File: src/hdl/mec_pkg.sv
// Package for the Mandelbrot escape-count core: fixed-point widths, constants,
// register indexes, and the saturating add, subtract and scaling helpers.
// No dependencies.
`default_nettype none

package mec_pkg;

  // Image size and fixed-point format (signed Q4.FRAC_BITS)
  localparam int MAX_DIM   = 4096;
  localparam int DIM_W     = $clog2(MAX_DIM);
  localparam int FRAC_BITS = 28;
  localparam int FX_W      = FRAC_BITS + 4;
  localparam int PROD_W    = 2 * FX_W;
  localparam int STEP_W    = FRAC_BITS + 1;
  localparam int ITER_W    = 16;
  localparam int CFG_IDX_W = 2;
  localparam int CFG_DAT_W = STEP_W;

  typedef logic signed [FX_W-1:0]   fx_t;
  typedef logic signed [PROD_W-1:0] prod_t;

  // Configuration register indexes
  typedef enum logic [CFG_IDX_W-1:0] {
    REG_X_STEP   = 2'd0,
    REG_Y_STEP   = 2'd1,
    REG_ITER_CAP = 2'd2
  } reg_idx_t;

  // Register reset values
  localparam logic [STEP_W-1:0] X_STEP_RST   = STEP_W'(918401);
  localparam logic [STEP_W-1:0] Y_STEP_RST   = STEP_W'(524801);
  localparam logic [ITER_W-1:0] ITER_CAP_RST = ITER_W'(256);

  // Fixed-point limits and constants
  localparam fx_t FX_MAX    = {1'b0, {(FX_W-1){1'b1}}};
  localparam fx_t FX_MIN    = {1'b1, {(FX_W-1){1'b0}}};
  localparam fx_t ONE       = FX_W'(1) << FRAC_BITS;
  localparam fx_t QUARTER   = FX_W'(1) << (FRAC_BITS - 2);
  localparam fx_t SIXTEENTH = FX_W'(1) << (FRAC_BITS - 4);
  localparam fx_t FOUR      = FX_W'(1) << (FRAC_BITS + 2);
  localparam fx_t ORIGIN_R  = -(FX_W'(5) << (FRAC_BITS - 1));
  localparam fx_t ORIGIN_I  = -(FX_W'(1) << FRAC_BITS);

  // Saturating add
  function automatic fx_t fx_add(input fx_t a, input fx_t b);
    logic signed [FX_W:0] s;
    s = (FX_W+1)'(a) + (FX_W+1)'(b);
    if (s[FX_W] != s[FX_W-1]) begin
      return s[FX_W] ? FX_MIN : FX_MAX;
    end
    return s[FX_W-1:0];
  endfunction

  // Saturating subtract
  function automatic fx_t fx_sub(input fx_t a, input fx_t b);
    logic signed [FX_W:0] s;
    s = (FX_W+1)'(a) - (FX_W+1)'(b);
    if (s[FX_W] != s[FX_W-1]) begin
      return s[FX_W] ? FX_MIN : FX_MAX;
    end
    return s[FX_W-1:0];
  endfunction

  // Scale an exact product back to Q4.FRAC_BITS: floor, then saturate
  function automatic fx_t fx_scale(input prod_t p);
    logic [FX_W-FRAC_BITS:0] hi;
    hi = p[PROD_W-1:FRAC_BITS+FX_W-1];
    if ((&hi) || !(|hi)) begin
      return p[FRAC_BITS+FX_W-1:FRAC_BITS];
    end
    return p[PROD_W-1] ? FX_MIN : FX_MAX;
  endfunction

  // Origin plus unscaled index*step product, saturated
  function automatic fx_t coord_sat(input prod_t p, input fx_t org);
    logic signed [PROD_W:0] v;
    logic [FX_W+1:0]        top;
    v   = (PROD_W+1)'(p) + (PROD_W+1)'(org);
    top = v[PROD_W:FX_W-1];
    if ((&top) || !(|top)) begin
      return v[FX_W-1:0];
    end
    return v[PROD_W] ? FX_MIN : FX_MAX;
  endfunction

endpackage

`default_nettype wire

File: src/hdl/mec_if.sv
// Channel interfaces for the Mandelbrot escape-count core: pixel input,
// result output and configuration write. Depends on mec_pkg.
`default_nettype none

interface mec_pixel_if;
  logic                       valid;
  logic                       ready;
  logic [mec_pkg::DIM_W-1:0]  column;
  logic [mec_pkg::DIM_W-1:0]  row;

  modport source (output valid, output column, output row, input ready);
  modport sink   (input valid, input column, input row, output ready);
endinterface

interface mec_result_if;
  logic                       valid;
  logic                       ready;
  logic [mec_pkg::ITER_W-1:0] iteration_count;
  logic [mec_pkg::DIM_W-1:0]  pixel_column;
  logic [mec_pkg::DIM_W-1:0]  pixel_row;

  modport source (output valid, output iteration_count, output pixel_column,
                  output pixel_row, input ready);
  modport sink   (input valid, input iteration_count, input pixel_column,
                  input pixel_row, output ready);
endinterface

interface mec_cfg_if;
  logic                          valid;
  logic                          ready;
  logic [mec_pkg::CFG_IDX_W-1:0] index;
  logic [mec_pkg::CFG_DAT_W-1:0] data;

  modport source (output valid, output index, output data, input ready);
  modport sink   (input valid, input index, input data, output ready);
endinterface

`default_nettype wire

File: src/hdl/mandelbrot_escape_count_core.sv
// Mandelbrot escape-count core: one shared 32x32 multiplier under a sequencer.
// Depends on mec_pkg and the channel interfaces in mec_if.sv.
//
// One pixel item at a time. The point c is formed from column and row, tested
// against the main cardioid and the period-2 bulb, and otherwise z = z^2 + c
// is iterated until |z|^2 > 4 or the count reaches the iteration cap. All
// products go through one signed 32x32 multiplier with a registered product,
// so each iteration steps through S_IT0 to S_IT3 (three products plus the
// escape test and update). The result sits in an output register, so the next
// pixel is accepted while it waits. Configuration writes are taken in any
// cycle and must be made while idle.
`default_nettype none

module mandelbrot_escape_count_core (
  input  wire              clk,
  input  wire              rst,
  mec_pixel_if.sink        pixel,
  mec_result_if.source     result,
  mec_cfg_if.sink          cfg
);

  typedef enum logic [3:0] {
    S_IDLE, S_CX, S_CY, S_CI, S_CI2, S_MM, S_PP, S_QC, S_QM, S_CMP,
    S_IT0, S_IT1, S_IT2, S_IT3, S_DONE
  } state_t;

  state_t state;

  // Configuration registers
  logic [mec_pkg::STEP_W-1:0] x_step;
  logic [mec_pkg::STEP_W-1:0] y_step;
  logic [mec_pkg::ITER_W-1:0] iter_cap;

  // Pixel and working registers
  logic [mec_pkg::DIM_W-1:0]  col;
  logic [mec_pkg::DIM_W-1:0]  row;
  logic [mec_pkg::ITER_W-1:0] count;
  mec_pkg::fx_t cr, ci, m, pb, ci2, q, qm, bulb, rhs;
  mec_pkg::fx_t zr, zi, tw, zr2, zi2;

  // Shared multiplier
  mec_pkg::fx_t  mul_a, mul_b;
  mec_pkg::prod_t mul_p;
  mec_pkg::fx_t  p_fx;

  assign p_fx        = mec_pkg::fx_scale(mul_p);
  assign pixel.ready = (state == S_IDLE);
  assign cfg.ready   = 1'b1;

  // Write configuration registers
  always_ff @(posedge clk) begin
    if (rst) begin
      x_step   <= mec_pkg::X_STEP_RST;
      y_step   <= mec_pkg::Y_STEP_RST;
      iter_cap <= mec_pkg::ITER_CAP_RST;
    end else if (cfg.valid && cfg.ready) begin
      case (cfg.index)
        mec_pkg::REG_X_STEP:   x_step   <= cfg.data;
        mec_pkg::REG_Y_STEP:   y_step   <= cfg.data;
        mec_pkg::REG_ITER_CAP: iter_cap <= cfg.data[mec_pkg::ITER_W-1:0];
        default: ;
      endcase
    end
  end

  // Select multiplier operands for the current step
  always_comb begin
    mul_a = '0;
    mul_b = '0;
    case (state)
      S_CX: begin
        mul_a = {{(mec_pkg::FX_W-mec_pkg::DIM_W){1'b0}}, col};
        mul_b = {{(mec_pkg::FX_W-mec_pkg::STEP_W){1'b0}}, x_step};
      end
      S_CY: begin
        mul_a = {{(mec_pkg::FX_W-mec_pkg::DIM_W){1'b0}}, row};
        mul_b = {{(mec_pkg::FX_W-mec_pkg::STEP_W){1'b0}}, y_step};
      end
      S_CI2: begin
        mul_a = ci;
        mul_b = ci;
      end
      S_MM: begin
        mul_a = m;
        mul_b = m;
      end
      S_PP: begin
        mul_a = pb;
        mul_b = pb;
      end
      S_QC: begin
        mul_a = mec_pkg::QUARTER;
        mul_b = ci2;
      end
      S_QM: begin
        mul_a = q;
        mul_b = qm;
      end
      S_IT0: begin
        mul_a = zr;
        mul_b = zr;
      end
      S_IT1: begin
        mul_a = zi;
        mul_b = zi;
      end
      S_IT2: begin
        mul_a = tw;
        mul_b = zi;
      end
      default: ;
    endcase
  end

  // Register the product
  always_ff @(posedge clk) begin
    mul_p <= mul_a * mul_b;
  end

  // Sequencer, working registers and result register
  always_ff @(posedge clk) begin
    if (rst) begin
      state        <= S_IDLE;
      result.valid <= 1'b0;
    end else begin
      // Drop the taken result item unless a new one loads this cycle
      if (result.valid && result.ready && (state != S_DONE)) begin
        result.valid <= 1'b0;
      end
      case (state)
        S_IDLE: begin
          if (pixel.valid) begin
            col   <= pixel.column;
            row   <= pixel.row;
            state <= S_CX;
          end
        end
        S_CX: state <= S_CY;
        S_CY: begin
          cr    <= mec_pkg::coord_sat(mul_p, mec_pkg::ORIGIN_R);
          state <= S_CI;
        end
        S_CI: begin
          ci    <= mec_pkg::coord_sat(mul_p, mec_pkg::ORIGIN_I);
          m     <= mec_pkg::fx_sub(cr, mec_pkg::QUARTER);
          pb    <= mec_pkg::fx_add(cr, mec_pkg::ONE);
          state <= S_CI2;
        end
        S_CI2: state <= S_MM;
        S_MM: begin
          ci2   <= p_fx;
          state <= S_PP;
        end
        S_PP: begin
          q     <= mec_pkg::fx_add(p_fx, ci2);
          state <= S_QC;
        end
        S_QC: begin
          bulb  <= mec_pkg::fx_add(p_fx, ci2);
          qm    <= mec_pkg::fx_add(q, m);
          state <= S_QM;
        end
        S_QM: begin
          rhs   <= p_fx;
          state <= S_CMP;
        end
        // Shape tests: answer the iteration cap at once for the cardioid or bulb
        S_CMP: begin
          if ((p_fx <= rhs) || (bulb <= mec_pkg::SIXTEENTH)) begin
            count <= iter_cap;
            state <= S_DONE;
          end else begin
            zr    <= '0;
            zi    <= '0;
            count <= '0;
            state <= S_IT0;
          end
        end
        S_IT0: begin
          if (count == iter_cap) begin
            state <= S_DONE;
          end else begin
            tw    <= mec_pkg::fx_add(zr, zr);
            state <= S_IT1;
          end
        end
        S_IT1: begin
          zr2   <= p_fx;
          state <= S_IT2;
        end
        S_IT2: begin
          zi2   <= p_fx;
          state <= S_IT3;
        end
        // Escape test, then advance z
        S_IT3: begin
          if (mec_pkg::fx_add(zr2, zi2) > mec_pkg::FOUR) begin
            state <= S_DONE;
          end else begin
            zr    <= mec_pkg::fx_add(mec_pkg::fx_sub(zr2, zi2), cr);
            zi    <= mec_pkg::fx_add(p_fx, ci);
            count <= count + 1'b1;
            state <= S_IT0;
          end
        end
        // Hold until the output register is free
        S_DONE: begin
          if (!result.valid || result.ready) begin
            result.valid           <= 1'b1;
            result.iteration_count <= count;
            result.pixel_column    <= col;
            result.pixel_row       <= row;
            state                  <= S_IDLE;
          end
        end
        default: state <= S_IDLE;
      endcase
    end
  end

endmodule

`default_nettype wire

File: src/flat_wrapper.sv
// flat-port wrapper written by rule: the top's interface ports become plain ports
module mandelbrot_escape_count_core_flat 
  (clk, rst, pixel_valid, pixel_column, pixel_row, pixel_ready, result_valid, result_iteration_count, result_pixel_column, result_pixel_row, result_ready, cfg_valid, cfg_index, cfg_data, cfg_ready);
  mec_pixel_if pixel_i ();
  mec_result_if result_i ();
  mec_cfg_if cfg_i ();
  input  wire clk;
  input  wire rst;
  input wire logic [$bits(pixel_i.valid)-1:0] pixel_valid;
  input wire logic [$bits(pixel_i.column)-1:0] pixel_column;
  input wire logic [$bits(pixel_i.row)-1:0] pixel_row;
  output wire logic [$bits(pixel_i.ready)-1:0] pixel_ready;
  output wire logic [$bits(result_i.valid)-1:0] result_valid;
  output wire logic [$bits(result_i.iteration_count)-1:0] result_iteration_count;
  output wire logic [$bits(result_i.pixel_column)-1:0] result_pixel_column;
  output wire logic [$bits(result_i.pixel_row)-1:0] result_pixel_row;
  input wire logic [$bits(result_i.ready)-1:0] result_ready;
  input wire logic [$bits(cfg_i.valid)-1:0] cfg_valid;
  input wire logic [$bits(cfg_i.index)-1:0] cfg_index;
  input wire logic [$bits(cfg_i.data)-1:0] cfg_data;
  output wire logic [$bits(cfg_i.ready)-1:0] cfg_ready;
  assign pixel_i.valid = pixel_valid;
  assign pixel_i.column = pixel_column;
  assign pixel_i.row = pixel_row;
  assign pixel_ready = pixel_i.ready;
  assign result_valid = result_i.valid;
  assign result_iteration_count = result_i.iteration_count;
  assign result_pixel_column = result_i.pixel_column;
  assign result_pixel_row = result_i.pixel_row;
  assign result_i.ready = result_ready;
  assign cfg_i.valid = cfg_valid;
  assign cfg_i.index = cfg_index;
  assign cfg_i.data = cfg_data;
  assign cfg_ready = cfg_i.ready;
  mandelbrot_escape_count_core u_core (.clk(clk), .rst(rst), .pixel(pixel_i), .result(result_i), .cfg(cfg_i));
endmodule
File: config.mk
export PLATFORM = sky130hd
export DESIGN_NAME = mandelbrot_escape_count_core_flat
export DESIGN_NICKNAME = d
export VERILOG_FILES = /design/src/hdl/mec_pkg.sv /design/src/hdl/mec_if.sv /design/src/hdl/mandelbrot_escape_count_core.sv /design/src/flat_wrapper.sv
export SDC_FILE = /design/constraint.sdc
export NUM_CORES = 2
export LEC_CHECK = 0
export BUFFER_PORTS_ARGS = -buffer_cell sky130_fd_sc_hd__clkbuf_2
export CAP_MARGIN = 20
export CORE_MARGIN = 3
export CORE_UTILIZATION = 45
export CTS_CLUSTER_DIAMETER = 100
export DETAILED_ROUTE_END_ITERATION = 16
export SKIP_LAST_GASP = 1
export SYNTH_ARGS = -nofsm -noshare
export SYNTH_HDL_FRONTEND = slang
export SYNTH_SLANG_ARGS = --single-unit
File: constraint.sdc
create_clock -name clk -period 10.8 [get_ports clk]
set_input_delay 2.16 -clock clk [delete_from_list [all_inputs] [get_ports clk]]
set_output_delay 2.16 -clock clk [all_outputs]
set_load 0.05 [all_outputs]
After elaboration in Yosys (flattened, before gate mapping):

Cells that the tools add are included.

* flip-flop bits (word level): 671
* output and inout bits: 43
* input port bits: 60
* logic and storage cells: 214

* muxes and demuxes: 101
* add/sub/neg operators: 12
* bitwise logic cells: 2
* equal/unequal tests: 31
* magnitude comparators: 3
* reductions and logical operators: 38
* multipliers: 1

Operator list (count)
* $mux 32: 45
* $pmux 32 s10: 1
* $pmux 32 s9: 1
* $add 32x32->33: 6
* $pmux 32 s2: 2
* $reduce_and 34->1: 2
* $reduce_or 34->1: 2
* $add 64x29->65 const B: 1
* $add 64x31->65 const B: 1
* $mul 32x32->64: 1
* $pmux 4 s15: 1
* $mux 1: 43
* $add 32x30->33 const B: 1
* $sub 32x28->33 const B: 1
* $sub 32x32->33: 1
* $gt 32x32->1 const B: 1
* $le 32x26->1 const B: 1
* $le 32x32->1: 1
* $mux 16: 2
* $pmux 16 s2: 1
* $eq 4x4->1 const B: 7
* $reduce_and 2->1: 12
* $add 16x1->16 const B: 1
* $eq 16x16->1: 1
* other kinds (23): 52

Longest topological paths before layout:

* word-level depth: 25
* gate-level depth with buffers: 37
* gate-level depth less buffers: 33

Least setup slack after synthesis:

No wires, ideal clock.

* path kind: register -> register
* from: register u_core.zi2[0]
* to: register u_core.zi[0] (enable)
* stages on the path, launching flop included: 22
* data arrival time: 9.335 ns
* buffers on the path: 0
* slack: 0.884 ns
* clock period less this slack: 9.916 ns
* library setup time: 0.581 ns
* cells stage by stage: edfxtp_1 > ha_1 > inv_1 > fa_1 > or2_2 > a221oi_2 > o211a_1 > o311ai_1 > a21oi_1 > o41ai_1 > or4_1 > a32o_1 > ha_1 > or2_2 > a211oi_1 > o311ai_0 > a211oi_1 > nand3_1 > or4_1 > nor4_1 > nand4_1 > a211oi_1

* longest elaborated chain between the ends: 11
* elaborated cells on any way between the ends: 13
* classes of those cells: 1 x add/sub; 1 x order compare; 2 x eq/ne; 8 x mux; 1 x reduce/logical

RTL lines
* start: declaration: line mandelbrot_escape_count_core.sv:39 `mec_pkg::fx_t zr, zi, tw, zr2, zi2;`
* start signal: assignment: line mandelbrot_escape_count_core.sv:192 `zi2 <= p_fx;`
* $add 32x32->33 (*): line mec_pkg.sv:47 `s = (FX_W+1)'(a) + (FX_W+1)'(b);`
* $ne 1x1->1: line mec_pkg.sv:48 `if (s[FX_W] != s[FX_W-1]) begin`
* $mux 1: line mec_pkg.sv:48
* $mux 1: line mandelbrot_escape_count_core.sv:130 `case (state)`
* $mux 1: line mandelbrot_escape_count_core.sv:122 `if (rst) begin`
* $mux 32 (*): line mec_pkg.sv:51 `return s[FX_W-1:0];`
* $mux 32 (*): line mandelbrot_escape_count_core.sv:130
* $mux 32 (*): line mandelbrot_escape_count_core.sv:122
* $gt 32x32->1 (*): line mandelbrot_escape_count_core.sv:197 `if (mec_pkg::fx_add(zr2, zi2) > mec_pkg::FOUR) begin`
* $ne 2x2->1 (no line) (*)
* $reduce_and 4->1 (no line) (*)
* end signal: assignment: line mandelbrot_escape_count_core.sv:201 `zi <= mec_pkg::fx_add(p_fx, ci);`
* end: declaration: line mandelbrot_escape_count_core.sv:39

Every way passes the cells marked *; elsewhere a longest branch is shown, timed or not. The select of a mux whose other input is x is not followed.
A chain may end at the register's enable or synchronous reset.

Worst setup path in the final report:

* from: register u_core.state[2]
* to: register u_core.mul_p[61]

* longest elaborated chain between the ends: 4
* elaborated cells on any way between the ends: 14
* classes of those cells: 1 x mul; 10 x eq/ne; 2 x mux; 1 x reduce/logical

RTL lines
* start: declaration: line mandelbrot_escape_count_core.sv:27 `state_t state;`
* start signal: assignment: line mandelbrot_escape_count_core.sv:123 `state <= S_IDLE;`
* start signal: assignment: line mandelbrot_escape_count_core.sv:135 `state <= S_CX;`
* start signal: assignment: line mandelbrot_escape_count_core.sv:138 `S_CX: state <= S_CY;`
* $eq 4x4->1: line mandelbrot_escape_count_core.sv:70 `case (state)`
* $reduce_or 2->1 (no line)
* $pmux 32 s9: line mandelbrot_escape_count_core.sv:70
* $mul 32x32->64 (*): line mandelbrot_escape_count_core.sv:117 `mul_p <= mul_a * mul_b;`
* end signal: assignment: line mandelbrot_escape_count_core.sv:117
* end: declaration: line mandelbrot_escape_count_core.sv:43 `mec_pkg::prod_t mul_p;`

Every way passes the cells marked *; elsewhere a longest branch is shown, timed or not.

==> flow_summary_export.csv <==
group,metric,value,unit
sta,hold_violations,0,
final_layout,nets,9545,
die,pin_count,103,
clock_network,cts_buffers,73,
synth,async_reset_ff_share,0,%
power,power.density,137,mW/mm^2
power,power_switching_share,42.6,%
worst_setup_path,max_stage_delay,0.62,ns
worst_setup_path,critPathMaxFanout,41,
worst_setup_path,r2r_cells,29,
worst_setup_path,crit_slowest_cell,"dfxtp_1",
route,viasPerCell,5.85,
worst_setup_path,r2r-start,"u_core.state[2]",
power,power_switching,4.75,mW
die,num_rows,148,
synth,synthCells,7913,
final_layout,regMostFlops,"u_core.mul_p",
global_routing,grt_pass1_wl,389000,um
place,numPortBuffers,101,
power,p_seq_share,30.1,%
global_routing,overflow,0,
route,vias,59700,
sta,skew,0.0426,ns
power,leakagePower,37.0,nW
sta,fin_crit_sh,96.4,%
worst_setup_path,required,11.40,ns
worst_setup_path,r2r_end,"u_core.mul_p[61]",
die,die-width,413,um
place,place_congestion,0.980,
sta,tns,0,ns
synth,synth-seq-cells,671,
final_layout,drive_gt1_share,8.27,%
final_layout,area_growth,9.55,%
synth,synth_nets,9481,
worst_setup_path,crit_path_start,"u_core.state[2]",
clock_network,ctsRootBufferMaster,"clkbuf_16",
route,wl,261000,um
global_routing,grt_usage,30.7,%
worst_setup_path,worstPathArrival,11.00,ns
route,wl_per_cell,25.5,um
synth,post_synth_num_cell_types,95,
hold_path,hp-class,"reg2reg",
global_routing,grt_pass1_vias,60000,
synth,seq_area_frac_synth,25.1,%
synth,ys_dominant_reg_cell,"edfxtp_1",
power,power,11.2,mW
synth,yosys_warnings,0,
power,ir_drop,0.137,mV
worst_setup_path,critPathCapture,"u_core.mul_p[61]",
power,power_frac_comb,46.1,%
synth,syn_avg_cell_area,9.42,sq um
place,dp_slack,0.171,ns
sta,tightest_slew,1.10,ns
place,place_hpwl,209000,um
final_layout,final_common_cell,"inv_1",
die,design.core.area,0.164,sq mm
die,die_h,413,um
run_status,status,"finished clean",
worst_setup_path,worstSetupEndpointType,"flip-flop",
sta,finalSetupViolCount,0,
job,drv_cap,0,
die,dieArea,0.171,sq mm
sta,slew_violations,0,
power,clkPwrFrac,23.8,%
global_routing,grt_max_degree,65,
route,firstDrtPassIters,6,
sta,setup_slack,0.392,ns
clock_network,clk_latency,0.70,ns
clock_network,htree_num_levels,3,
clock_network,cts_tree,"done",
final_layout,final_util,49.9,%
final_layout,final_cell_mix,"inv_1 (1,268), fa_1 (1,088), nor2_1 (839), nand2_1 (800), edfxtp_1 (528)",
power,internal_power,6.41,mW
route,final_antenna_net_count,0,
die,initial_core_util,45.5,%
final_layout,largest_register_ffs,64,
clock_network,clkSlewWorstSetupHoldPaths,0.07,ns
sta,clock.fmax,96.1,MHz
clock_network,clock-sinks,671,
worst_setup_path,reg2reg_setup_slack,0.39,ns
synth,netlist_area,0.0746,sq mm
route,drtIter0Drc,6712,
sta,holdWs,0.461,ns
clock_network,ctsLongestPathBuffers,3,
worst_setup_path,crit_top_cell,"fa_1",
worst_setup_path,critical_path_class,"reg2reg",
clock_network,cts_hold_buffers,0,
sta,fin_crit,10.41,ns
global_routing,antenna_found_initial,7,
synth,synth_edf_count,528,
route,route.detailed.drc,0,
sta,rsz0062_at_grt,"no",
worst_setup_path,crit_path_start_kind,"flip-flop",
sta,relSlewSlack,26.3,%
worst min-delay path by stage:
stage                     startpoint                        endpoint  cells past startpoint
global placement    u_core.y_step[7]                u_core.y_step[7]                      2
CTS                 u_core.y_step[7]                u_core.y_step[7]                      2
global route        u_core.x_step[6]                u_core.x_step[6]                      2
floorplan             u_core.col[10]  u_core.result.pixel_column[10]                      0
detailed placement  u_core.y_step[7]                u_core.y_step[7]                      2
finish              u_core.y_step[7]                u_core.y_step[7]                      2
power by group through the flow:
stage | combinational [mW] | sequential [mW] | clock [mW]
after floorplan | 3.30 | 3.24 | 0
after global placement | 4.96 | 3.41 | 0
after detailed placement | 4.99 | 3.41 | 0
after CTS | 5.04 | 3.35 | 2.68
after global routing | 5.54 | 3.37 | 2.77
final | 5.14 | 3.36 | 2.65
layer usage:
layer,global-route usage [%],share of wire [%],up-vias
met3,5.37,8.6,536
met1,42.6,42,30400
met5,0,0.0058,-
met2,47.2,45,2782
li1,-,-,26000
met4,13.3,5.3,2
synthesized netlist by cell type (36+ instances only):
master / number / area, sq um
inv_1: 1268 / 4760
fa_1: 1088 / 21800
nor2_1: 866 / 3250
nand2_1: 800 / 3000
edfxtp_1: 528 / 15900
ha_1: 420 / 5260
a21oi_1: 394 / 1970
clkbuf_1: 354 / 1330
o21ai_0: 288 / 1440
xnor2_1: 174 / 1520
a22oi_1: 161 / 1210
dfxtp_1: 143 / 2860
a21o_1: 133 / 998
nor3_1: 108 / 541
xor2_1: 107 / 937
nand3_1: 81 / 405
nand2b_1: 75 / 469
nand4_1: 64 / 400
a211oi_1: 62 / 465
o21a_1: 54 / 405
nor2b_1: 49 / 307
nor4_1: 47 / 294
and2_1: 40 / 250
mux2i_1: 37 / 370
and3_1: 36 / 225
cell type report:
type / count / area (sq um)
fill: 15300 / 82000
multi-input combinational: 5578 / 50100
sequential: 671 / 18700
inverter: 1270 / 4770
timing repair buffer: 383 / 2880
tap: 2175 / 2720
clock buffer: 86 / 1920
clock inverter: 49 / 572
antenna: 3 / 7.51
per-stage QoR:
step	area, sq um	instances
2_1_floorplan	74600	7913
3_3_place_gp	79100	10100
3_5_place_dp	79100	10100
4_1_cts	81600	10200
5_1_grt	81700	10200
6_report	81700	10200
worst max-delay path: cells and delay by family (launching register included):
| kind | cells | cell delay, ns |
|---|---|---|
| AND/OR/NAND/NOR | 5 | 1.04 |
| AO/OA/AOI/OAI | 10 | 3.46 |
| adder cells (fa/ha/maj) | 9 | 4.32 |
| XOR/XNOR | 1 | 0.15 |
| buffers and inverters | 4 | 0.68 |
| flip-flops | 1 | 0.62 |
kinds of logic after synthesis:
group | count (synthesis) | share of synthesized area, %
adder cells (fa/ha/maj) | 1529 | 36.5
XOR/XNOR | 281 | 3.30
AND/OR/NAND/NOR | 2301 | 13.7
multiplexers | 48 | 0.663
AO/OA/AOI/OAI | 1418 | 12.3
flip-flops | 671 | 25.1
other | 1 | 0.00503
buffers and inverters | 1664 | 8.46
repair_timing:
action                                  CTS  global route
setup buffers                             0             3
endpoints found under the setup margin    0            10
resized for setup                         0            11
(Power assumes the default switching activity.)
